$ cat src/sv/gdd_pkg.sv
// ----------------------------------------------------------------------------
// gdd_pkg
// Shared widths, calendar tables and types for the Gregorian day difference
// block.
// ----------------------------------------------------------------------------
package gdd_pkg;

   localparam int DAY_W    = 5;
   localparam int MONTH_W  = 4;
   localparam int YEAR_W   = 14;
   localparam int DIFF_W   = 23;
   localparam int DAYNUM_W = 23;
   localparam int OFFS_W   = 9;

   localparam int MAX_YEAR_DEFAULT = 9999;

   // Division by 100 as a multiply by a rounded-up reciprocal. The result is
   // exact for every year that fits in YEAR_W bits.
   localparam int RECIP_100   = 5243;
   localparam int RECIP_SHIFT = 19;
   localparam int RECIP_W     = YEAR_W + 13;
   localparam int Q100_W      = 8;

   localparam logic [MONTH_W-1:0] MONTH_JAN = MONTH_W'(1);
   localparam logic [MONTH_W-1:0] MONTH_FEB = MONTH_W'(2);
   localparam logic [MONTH_W-1:0] MONTH_DEC = MONTH_W'(12);

   typedef struct packed {
      logic                ok;
      logic [DAYNUM_W-1:0] num;
   } date_info_type;

   // Length of a month; zero for codes that are not months.
   function automatic logic [DAY_W-1:0] month_length(input logic [MONTH_W-1:0] month,
                                                      input logic leap);
      logic [DAY_W-1:0] len;
      case (month)
         4'd1, 4'd3, 4'd5, 4'd7, 4'd8, 4'd10, 4'd12: len = DAY_W'(31);
         4'd4, 4'd6, 4'd9, 4'd11:                    len = DAY_W'(30);
         4'd2:    len = leap ? DAY_W'(29) : DAY_W'(28);
         default: len = '0;
      endcase
      return len;
   endfunction

   // Days from March 1 to the first of the month, with the year starting in
   // March so that the leap day falls at its end.
   function automatic logic [OFFS_W-1:0] march_offset(input logic [MONTH_W-1:0] month);
      logic [OFFS_W-1:0] offs;
      case (month)
         4'd3:    offs = OFFS_W'(0);
         4'd4:    offs = OFFS_W'(31);
         4'd5:    offs = OFFS_W'(61);
         4'd6:    offs = OFFS_W'(92);
         4'd7:    offs = OFFS_W'(122);
         4'd8:    offs = OFFS_W'(153);
         4'd9:    offs = OFFS_W'(184);
         4'd10:   offs = OFFS_W'(214);
         4'd11:   offs = OFFS_W'(245);
         4'd12:   offs = OFFS_W'(275);
         4'd1:    offs = OFFS_W'(306);
         4'd2:    offs = OFFS_W'(337);
         default: offs = '0;
      endcase
      return offs;
   endfunction

endpackage

$ cat src/sv/gdd_date_unit.sv
// ----------------------------------------------------------------------------
// gdd_date_unit
// Checks one calendar date and turns it into a closed-form day number.
// ----------------------------------------------------------------------------
module gdd_date_unit #(
   parameter int MAX_YEAR = gdd_pkg::MAX_YEAR_DEFAULT
) (
   input  logic [gdd_pkg::DAY_W-1:0]   day,
   input  logic [gdd_pkg::MONTH_W-1:0] month,
   input  logic [gdd_pkg::YEAR_W-1:0]  year,
   output gdd_pkg::date_info_type      info
);
   import gdd_pkg::*;

   localparam logic [YEAR_W:0] MAX_YEAR_C = (YEAR_W + 1)'(MAX_YEAR);

   logic                early_month;
   logic [YEAR_W-1:0]   shifted_year;
   logic [RECIP_W-1:0]  prod_y;
   logic [RECIP_W-1:0]  prod_s;
   logic [Q100_W-1:0]   q100_y;
   logic [Q100_W-1:0]   q100_s;
   logic [YEAR_W-1:0]   cent_y;
   logic                leap;
   logic [DAY_W-1:0]    len;
   logic                month_ok;
   logic                year_ok;
   logic                day_ok;
   logic [DAYNUM_W-1:0] year_days;

   // January and February count with the previous year.
   assign early_month  = (month <= MONTH_FEB);
   assign shifted_year = early_month ? (year - YEAR_W'(1)) : year;

   assign prod_y = RECIP_W'(year) * RECIP_W'(RECIP_100);
   assign prod_s = RECIP_W'(shifted_year) * RECIP_W'(RECIP_100);
   assign q100_y = prod_y[RECIP_SHIFT +: Q100_W];
   assign q100_s = prod_s[RECIP_SHIFT +: Q100_W];

   // A century year is a leap year only when its century count is a multiple of 4.
   assign cent_y = YEAR_W'(q100_y) * YEAR_W'(100);
   assign leap   = (year[1:0] == 2'b00) && ((cent_y != year) || (q100_y[1:0] == 2'b00));

   assign len      = month_length(month, leap);
   assign month_ok = (month >= MONTH_JAN) && (month <= MONTH_DEC);
   assign year_ok  = (year != '0) && ({1'b0, year} <= MAX_YEAR_C);
   assign day_ok   = (day != '0) && (day <= len);

   assign year_days = DAYNUM_W'(shifted_year) * DAYNUM_W'(365)
                    + DAYNUM_W'(shifted_year[YEAR_W-1:2])
                    - DAYNUM_W'(q100_s)
                    + DAYNUM_W'(q100_s[Q100_W-1:2]);

   assign info.ok  = month_ok && year_ok && day_ok;
   assign info.num = year_days + DAYNUM_W'(march_offset(month)) + DAYNUM_W'(day)
                   - DAYNUM_W'(1);

endmodule

$ cat src/sv/gregorian_date_difference.sv
// ----------------------------------------------------------------------------
// gregorian_date_difference
// Signed day count from one Gregorian date to another.
// ----------------------------------------------------------------------------
// An item on the req_ channel carries two dates and the end-day flag; the
// rsp_ channel returns one item with the signed day difference and a flag
// that both dates were valid. Invalid dates give a difference of zero.
// Both channels use valid/ready handshakes.
// An accepted item lands in the input register, passes through the two date
// units and the subtractor, and is held in the result register. One item per
// cycle is sustained while the receiver takes results; the single logic stage
// between the two registers sets that rate.
// When the receiver stalls, the result register holds its item and the input
// register keeps accepting until it is full as well, then req_ready drops.
// Reset empties both registers; no item is lost or repeated across a stall.
// ----------------------------------------------------------------------------
module gregorian_date_difference #(
   parameter int MAX_YEAR = gdd_pkg::MAX_YEAR_DEFAULT
) (
   input  logic                             clock,
   input  logic                             reset,
   input  logic                             req_valid,
   output logic                             req_ready,
   input  logic [gdd_pkg::DAY_W-1:0]        req_first_day,
   input  logic [gdd_pkg::MONTH_W-1:0]      req_first_month,
   input  logic [gdd_pkg::YEAR_W-1:0]       req_first_year,
   input  logic [gdd_pkg::DAY_W-1:0]        req_second_day,
   input  logic [gdd_pkg::MONTH_W-1:0]      req_second_month,
   input  logic [gdd_pkg::YEAR_W-1:0]       req_second_year,
   input  logic                             req_count_end_day,
   output logic                             rsp_valid,
   input  logic                             rsp_ready,
   output logic signed [gdd_pkg::DIFF_W-1:0] rsp_day_difference,
   output logic                             rsp_dates_valid
);
   import gdd_pkg::*;

   logic                stg_valid_ff, stg_valid_in;
   logic [DAY_W-1:0]    d1_ff, d1_in, d2_ff, d2_in;
   logic [MONTH_W-1:0]  m1_ff, m1_in, m2_ff, m2_in;
   logic [YEAR_W-1:0]   y1_ff, y1_in, y2_ff, y2_in;
   logic                end_day_ff, end_day_in;

   logic                out_valid_ff, out_valid_in;
   logic [DIFF_W-1:0]   diff_ff, diff_in;
   logic                ok_ff, ok_in;

   logic                out_load;
   logic                stg_load;
   date_info_type       info1;
   date_info_type       info2;
   logic                both_ok;
   logic [DAYNUM_W:0]   raw_diff;
   logic [DAYNUM_W:0]   adj_diff;

   gdd_date_unit #(.MAX_YEAR(MAX_YEAR)) u_first (
      .day   (d1_ff),
      .month (m1_ff),
      .year  (y1_ff),
      .info  (info1)
   );

   gdd_date_unit #(.MAX_YEAR(MAX_YEAR)) u_second (
      .day   (d2_ff),
      .month (m2_ff),
      .year  (y2_ff),
      .info  (info2)
   );

   // The result register takes a new item whenever it is empty or being drained.
   assign out_load  = !out_valid_ff || rsp_ready;
   assign stg_load  = !stg_valid_ff || out_load;
   assign req_ready = stg_load;

   assign both_ok  = info1.ok && info2.ok;
   assign raw_diff = {1'b0, info2.num} - {1'b0, info1.num};

   // Counting the end day moves the magnitude one step away from zero.
   always_comb begin
      adj_diff = raw_diff;
      if (end_day_ff) begin
         if (raw_diff[DAYNUM_W]) begin
            adj_diff = raw_diff - (DAYNUM_W + 1)'(1);
         end else begin
            adj_diff = raw_diff + (DAYNUM_W + 1)'(1);
         end
      end
   end

   always_comb begin
      stg_valid_in = stg_valid_ff;
      d1_in        = d1_ff;
      m1_in        = m1_ff;
      y1_in        = y1_ff;
      d2_in        = d2_ff;
      m2_in        = m2_ff;
      y2_in        = y2_ff;
      end_day_in   = end_day_ff;
      if (stg_load) begin
         stg_valid_in = req_valid;
         d1_in        = req_first_day;
         m1_in        = req_first_month;
         y1_in        = req_first_year;
         d2_in        = req_second_day;
         m2_in        = req_second_month;
         y2_in        = req_second_year;
         end_day_in   = req_count_end_day;
      end
   end

   always_comb begin
      out_valid_in = out_valid_ff;
      diff_in      = diff_ff;
      ok_in        = ok_ff;
      if (out_load) begin
         out_valid_in = stg_valid_ff;
         diff_in      = both_ok ? adj_diff[DIFF_W-1:0] : '0;
         ok_in        = both_ok;
      end
   end

   always_ff @(posedge clock) begin
      if (reset) begin
         stg_valid_ff <= 1'b0;
         out_valid_ff <= 1'b0;
      end else begin
         stg_valid_ff <= stg_valid_in;
         out_valid_ff <= out_valid_in;
      end
   end

   always_ff @(posedge clock) begin
      d1_ff      <= d1_in;
      m1_ff      <= m1_in;
      y1_ff      <= y1_in;
      d2_ff      <= d2_in;
      m2_ff      <= m2_in;
      y2_ff      <= y2_in;
      end_day_ff <= end_day_in;
      diff_ff    <= diff_in;
      ok_ff      <= ok_in;
   end

   assign rsp_valid          = out_valid_ff;
   assign rsp_day_difference = $signed(diff_ff);
   assign rsp_dates_valid    = ok_ff;

endmodule
$ cat config.mk
export PLATFORM = sky130hd
export DESIGN_NAME = gregorian_date_difference
export DESIGN_NICKNAME = d
export VERILOG_FILES = /design/src/sv/gdd_pkg.sv /design/src/sv/gdd_date_unit.sv /design/src/sv/gregorian_date_difference.sv
export SDC_FILE = /design/constraint.sdc
export NUM_CORES = 2
export LEC_CHECK = 0
export BUFFER_PORTS_ARGS = -buffer_cell sky130_fd_sc_hd__buf_2
export CAP_MARGIN = 20
export CORE_ASPECT_RATIO = 0.75
export CORE_MARGIN = 2
export CORE_UTILIZATION = 45
export CTS_BUF_LIST = sky130_fd_sc_hd__clkbuf_16
export DETAILED_ROUTE_END_ITERATION = 8
export PLACE_DENSITY = 0.64
export SLEW_MARGIN = 20
export SYNTH_ARGS = -nofsm -noshare
export SYNTH_HDL_FRONTEND = slang
export SYNTH_HIERARCHICAL = 1
export SYNTH_SLANG_ARGS = --single-unit
$ cat constraint.sdc
create_clock -name clock -period 17.5 [get_ports clock]
set_input_delay 1.75 -clock clock [delete_from_list [all_inputs] [get_ports clock]]
set_output_delay 1.75 -clock clock [all_outputs]
set_load 0.02 [all_outputs]
Word level (Yosys, flattened, before mapping):

Memory sizes are Yosys's and may differ from the RTL's. A register that Yosys moved wholly into a read port is not among the register bits.
Cells that the tools add are included.

* $lt $le $gt $ge: 10
* $mul: 8
* mux-type cells: 10
* equality and inequality tests: 26
* add/sub/neg operators: 17
* reductions and logical operators: 31

Operators with widths (count)
* $mul 14x13->27 const B: 4
* $sub 23x1->23 const B: 3
* $add 23x12->23: 2
* $add 23x5->23: 2
* $add 23x6->23: 2
* $add 23x9->23: 2
* $mul 14x9->23 const B: 2
* $mux 23: 2
* $sub 23x8->23: 2
* $eq 4x4->1 const B: 10
* $eq 4x3->1 const B: 8
* $pmux 5 s3: 2
* $le 14x14->1 const B: 2
* $mux 14: 2
* $ne 14x14->1: 2
* $reduce_bool 14->1: 2
* $sub 14x1->14 const B: 2
* $mul 8x5->12 const B: 2
* $sub 23x23->24: 1
* $add 23x1->23 const B: 1
* $eq 4x2->1 const B: 4
* $reduce_or 7->1: 2
* $logic_and 1x1->1: 13
* $le 5x5->1: 2
* other kinds (11): 26

* memories kept: 2
* ROM bits: 288
* word-level logic and storage cells: 115
* input port bits: 51
* output and inout port bits: 26
* register bits: 73

Memories
* (name not given): depth 16, width 9, read ports 1, clocked after Yosys merged registers in 1, write ports 0, line gdd_pkg.sv:50 `case (month)`
* (name not given): depth 16, width 9, read ports 1, clocked after Yosys merged registers in 1, write ports 0, line gdd_pkg.sv:50

Logic depth before layout (Yosys ltp):

* word-level depth: 13
* mapped depth: 66
* gate-level depth less buffers: 65

Hierarchy:

The synthesis kept the hierarchy.

Modules (own cells, without submodules)
* gdd_date_unit at u_first: area an instance 12530.8 um^2, times used 1, sequential area each 0.0 um^2, cells an instance 1316
* gdd_date_unit at u_second: area an instance 12514.5 um^2, times used 1, sequential area each 0.0 um^2, cells an instance 1320
* gregorian_date_difference: area an instance 4983.5 um^2, times used 1, sequential area each 2172.1 um^2, cells an instance 481

Least setup slack after synthesis:

Ideal clock, no wire load.

* path kind: flip-flop to flip-flop
* start point: register y1_ff[3]
* end point: register diff_ff[14] (netlist: rsp_day_difference[14]) (data pin)
* path buffers: 1
* data required time: 17.239 ns
* stages on the path, launching flop included: 58
* library setup time: 0.261 ns
* path slack: 1.877 ns
* arrival time: 15.363 ns
* period minus slack after synthesis: 15.623 ns
* path through: edfxtp_1 inv_1 ha_1 a21boi_0 o21ai_0 a21oi_1 and3_1 xnor2_1 fa_1 ha_1 fa_1 inv_1 fa_1 fa_1 inv_1 ha_1 a21o_1 a21o_1 [22 not listed] inv_1 ha_1 inv_1 nor3_1 nand2b_1 a21oi_2 nand2b_1 inv_1 clkbuf_1 fa_1 o41ai_2 o31ai_4 or3_1 o31ai_1 o21ai_0 nand3_1 mux2_2 a221o_1

RTL lines
* from (decl): line gregorian_date_difference.sv:41 `logic [YEAR_W-1:0] y1_ff, y1_in, y2_ff, y2_in;`
* from (signal assigned): line gregorian_date_difference.sv:135 `y1_ff <= y1_in;`
* to (signal assigned): line gregorian_date_difference.sv:140 `diff_ff <= diff_in;`
* to (decl): line gregorian_date_difference.sv:45 `logic [DIFF_W-1:0] diff_ff, diff_in;`

==> results_dict.tcl <==
set metrics [dict create \
    required_ps 17760 \
    top_usage_layer "met1" \
    fin_util_pct 48.89 \
    fin_crit_ps 16470 \
    reg2regPathDepth 61 \
    cpMostUsedCell "inv_1" \
    overflow 0 \
    critPathBufInv 13 \
    start_util_pct 45.80 \
    synth_ff_type "edfxtp_1" \
    rsz0062_at_grt "false" \
    track_usage_pct 20.64 \
    finalSetupViolations 0 \
    ant_nets 0 \
    max-cap-violations 0 \
    antenna_cells 0 \
    rows 81 \
    fin_nets 4430 \
    ys_types 101 \
    die-area_um2 68830 \
    cts-buffers-inserted 9 \
    ios 77 \
    critPathTopFamily "adder cells" \
    maxSlewViolCount 0 \
    ys_warn_count 6 \
    hpwl_mm 59.77 \
    r2r-start "y1_ff[2]$_DFFE_PP_" \
    fp.dieW_um 302.3 \
    drt_iter0_drc 1346 \
    crit_cells 61 \
    clk_pin_slew_worst_paths_ps 70 \
    routedWlPerCell_um 16.56 \
    die_h_um 227.7 \
    cts_tree "done" \
    grt_max_degree 48 \
    drc 0 \
    rr_endpoint "rsp_day_difference[20]$_SDFFCE_PN0P_" \
    grt.met1_usage_pct 32.74 \
    fin_ws_ps 1027 \
    cts_num_sinks 73 \
    synth_enable_flop_cells 71 \
    rrSetupSlack_ps 1030 \
    path_class "register to register" \
    fin_cells 4095 \
    grt_pass1_wl_mm 112.1 \
    max_stage_delay_ps 800 \
    antenna_found_initial 2 \
    finalSetupTns_ps 0 \
    cp-end-kind "register" \
    fmax_ghz 0.06070 \
    min_path_type "register to register" \
    finalHoldViolCount 0 \
    grtUsageMet3_pct 4.804 \
    insertion_delay_ps 390 \
    wl_mm 67.82 \
    synth_nets 4327 \
    fin_crit_sh_pct 94.13 \
    ys_seq_elements 73 \
    worst_pin_slew_ps 1025 \
    core-area_um2 65570 \
    cp.arrival_ps 16730 \
    drive_gt1_share_pct 6.421 \
    max-slew-margin-rel_pct 31.20 \
    worstSetupEndpoint "rsp_day_difference[20]$_SDFFCE_PN0P_" \
    grt.met2_usage_pct 28.85 \
    worst_path_max_delay_cell "xnor2_1" \
    startpoint "y1_ff[2]$_DFFE_PP_" \
    root_buffer "clkbuf_16" \
    synthCells 3117 \
    avgSynthCellArea_um2 9.634 \
    syn_to_final_growth_pct 6.767 \
    clock_path_buffers 2 \
    port_buffers 76 \
    dp.cells 4074 \
    h-tree-depth 3 \
    gp_congestion 0.9303 \
    post-place-ws_ps 659.5 \
    vias_per_cell 5.028 \
    crit_fanout 27 \
    first_global_vias 20967 \
    start_kind "register" \
    netlist_area_um2 30030 \
    finalClockSkew_ps 17.71 \
    yosysSeqAreaShare_pct 7.233 \
    status "complete, no violations" \
    n_fill_cell 6183 \
    async_reset_ff_share_pct 0 \
    vias 20589 \
    drtPass1Iterations 5 \
]
[per-layer routing]
metal,vias to the layer above,part of all wire [%]
met4,2,0.72
met2,463,40
met1,9856,52
met3,34,7.2
li1,10234,-
met5,-,0.015
[cells by family after synthesis]
family                   after synthesis  synth area share, %
AO/OA/AOI/OAI                        397                9.492
multiplexers                          13               0.5667
flip-flops                            73                7.233
AND/OR/NAND/NOR                      398                6.721
buffers and inverters                883                11.06
adder cells (fa/ha/maj)             1161                59.11
XOR/XNOR                             192                5.817
[metrics by stage]
step                area [um^2]  hold WS (ps)
floorplan                 30030         463.1
global placement          31660         506.1
detailed placement        31660         512.6
CTS                       31970         518.2
global route              32060         554.9
finish                    32060         518.9
[worst reg2reg max path: cells and delay by family (launching register included)]
kind            cells  cell delay [ps]
flops               1              540
xor+xnor            3             1150
fa+ha+maj          16             6810
buf+inv            13             1590
compound gates     19             4150
simple gates       10             2120
[layout by cell type (no fill, tap or decap), drive strengths merged, types with 8 or more instances in the layout]
cell type  instances
and2              11
a21oi            113
nor2              94
or2               18
ha               729
nand4             17
a2111oi            9
o31ai             15
o211ai            16
buf              109
inv              868
nor4              14
a211oi            16
a21boi            14
o21bai            15
and3              20
fa               430
a31oi              9
nand2             90
xnor2            142
nor3              33
o21ai             77
a21o              37
o21a              16
nor2b             16
nand2b            24
clkbuf             9
or3               10
nand3             32
edfxtp            71
mux2i              8
xor2              48
[layout make-up]
class,count,area [um^2],share of cell area (%)
clock buffers,9,225.2,0.7025
repair buffers,109,628.1,1.959
clock inverters,6,90.09,0.2810
multi-input cells,2161,24600,76.74
well taps,871,1090,3.399
inverters,866,3251,10.14
flip-flops and latches,73,2172,6.775
[worst min path at each step]
stage | startpoint | to | depth (start not counted)
4_1_cts | stg_valid_ff$_SDFFE_PP0P_ | rsp_valid$_SDFFE_PP0P_ | 2
5_1_grt | stg_valid_ff$_SDFFE_PP0P_ | rsp_valid$_SDFFE_PP0P_ | 2
3_5_place_dp | stg_valid_ff$_SDFFE_PP0P_ | rsp_valid$_SDFFE_PP0P_ | 2
6_report | stg_valid_ff$_SDFFE_PP0P_ | rsp_valid$_SDFFE_PP0P_ | 2
3_3_place_gp | stg_valid_ff$_SDFFE_PP0P_ | rsp_valid$_SDFFE_PP0P_ | 2
2_1_floorplan | stg_valid_ff$_SDFFE_PP0P_ | rsp_valid$_SDFFE_PP0P_ | 2
[sequential cells by signal, indices dropped and copies added (netlist names)]
register / count
d1_ff: 5
d2_ff: 5
end_day_ff: 1
m1_ff: 4
m2_ff: 4
rsp_dates_valid: 1
rsp_day_difference: 23
rsp_valid: 1
stg_valid_ff: 1
y1_ff: 14
y2_ff: 14
[synthesized netlist by cell type (8+ instances only)]
master / n / area (um^2)
clkbuf_1: 12 / 45.04
o21ai_0: 72 / 360.4
nand3_1: 32 / 160.2
a31oi_1: 8 / 50.05
a211oi_1: 10 / 75.07
or3_1: 9 / 56.30
nand2b_1: 24 / 150.1
mux2i_1: 8 / 80.08
or2_2: 16 / 100.1
ha_1: 729 / 9121
a21o_1: 37 / 277.8
xnor2_1: 140 / 1226
inv_1: 866 / 3251
nand4_1: 17 / 106.4
nand2_1: 90 / 337.8
and3_1: 19 / 118.9
nor4_1: 13 / 81.33
xor2_1: 48 / 420.4
nor2_1: 93 / 349.1
a21oi_1: 109 / 545.5
edfxtp_1: 71 / 2132
and2_1: 9 / 56.30
a21boi_0: 12 / 90.09
fa_1: 430 / 8608
nor2b_1: 16 / 100.1
o211ai_1: 15 / 112.6
o21bai_1: 15 / 112.6
nor3_1: 32 / 160.2
o31ai_1: 12 / 90.09
o21a_1: 16 / 120.1
[timing repair]
action                                  in CTS  in global routing
buffers inserted                             0                  6
endpoints found under the setup margin       0                 13
hold buffers                                 0                  0
resized for setup                            0                 11
Power is left out: the tool's default activity adds up to more than one toggle a clock period on the data nets, which glitch-free logic cannot reach.
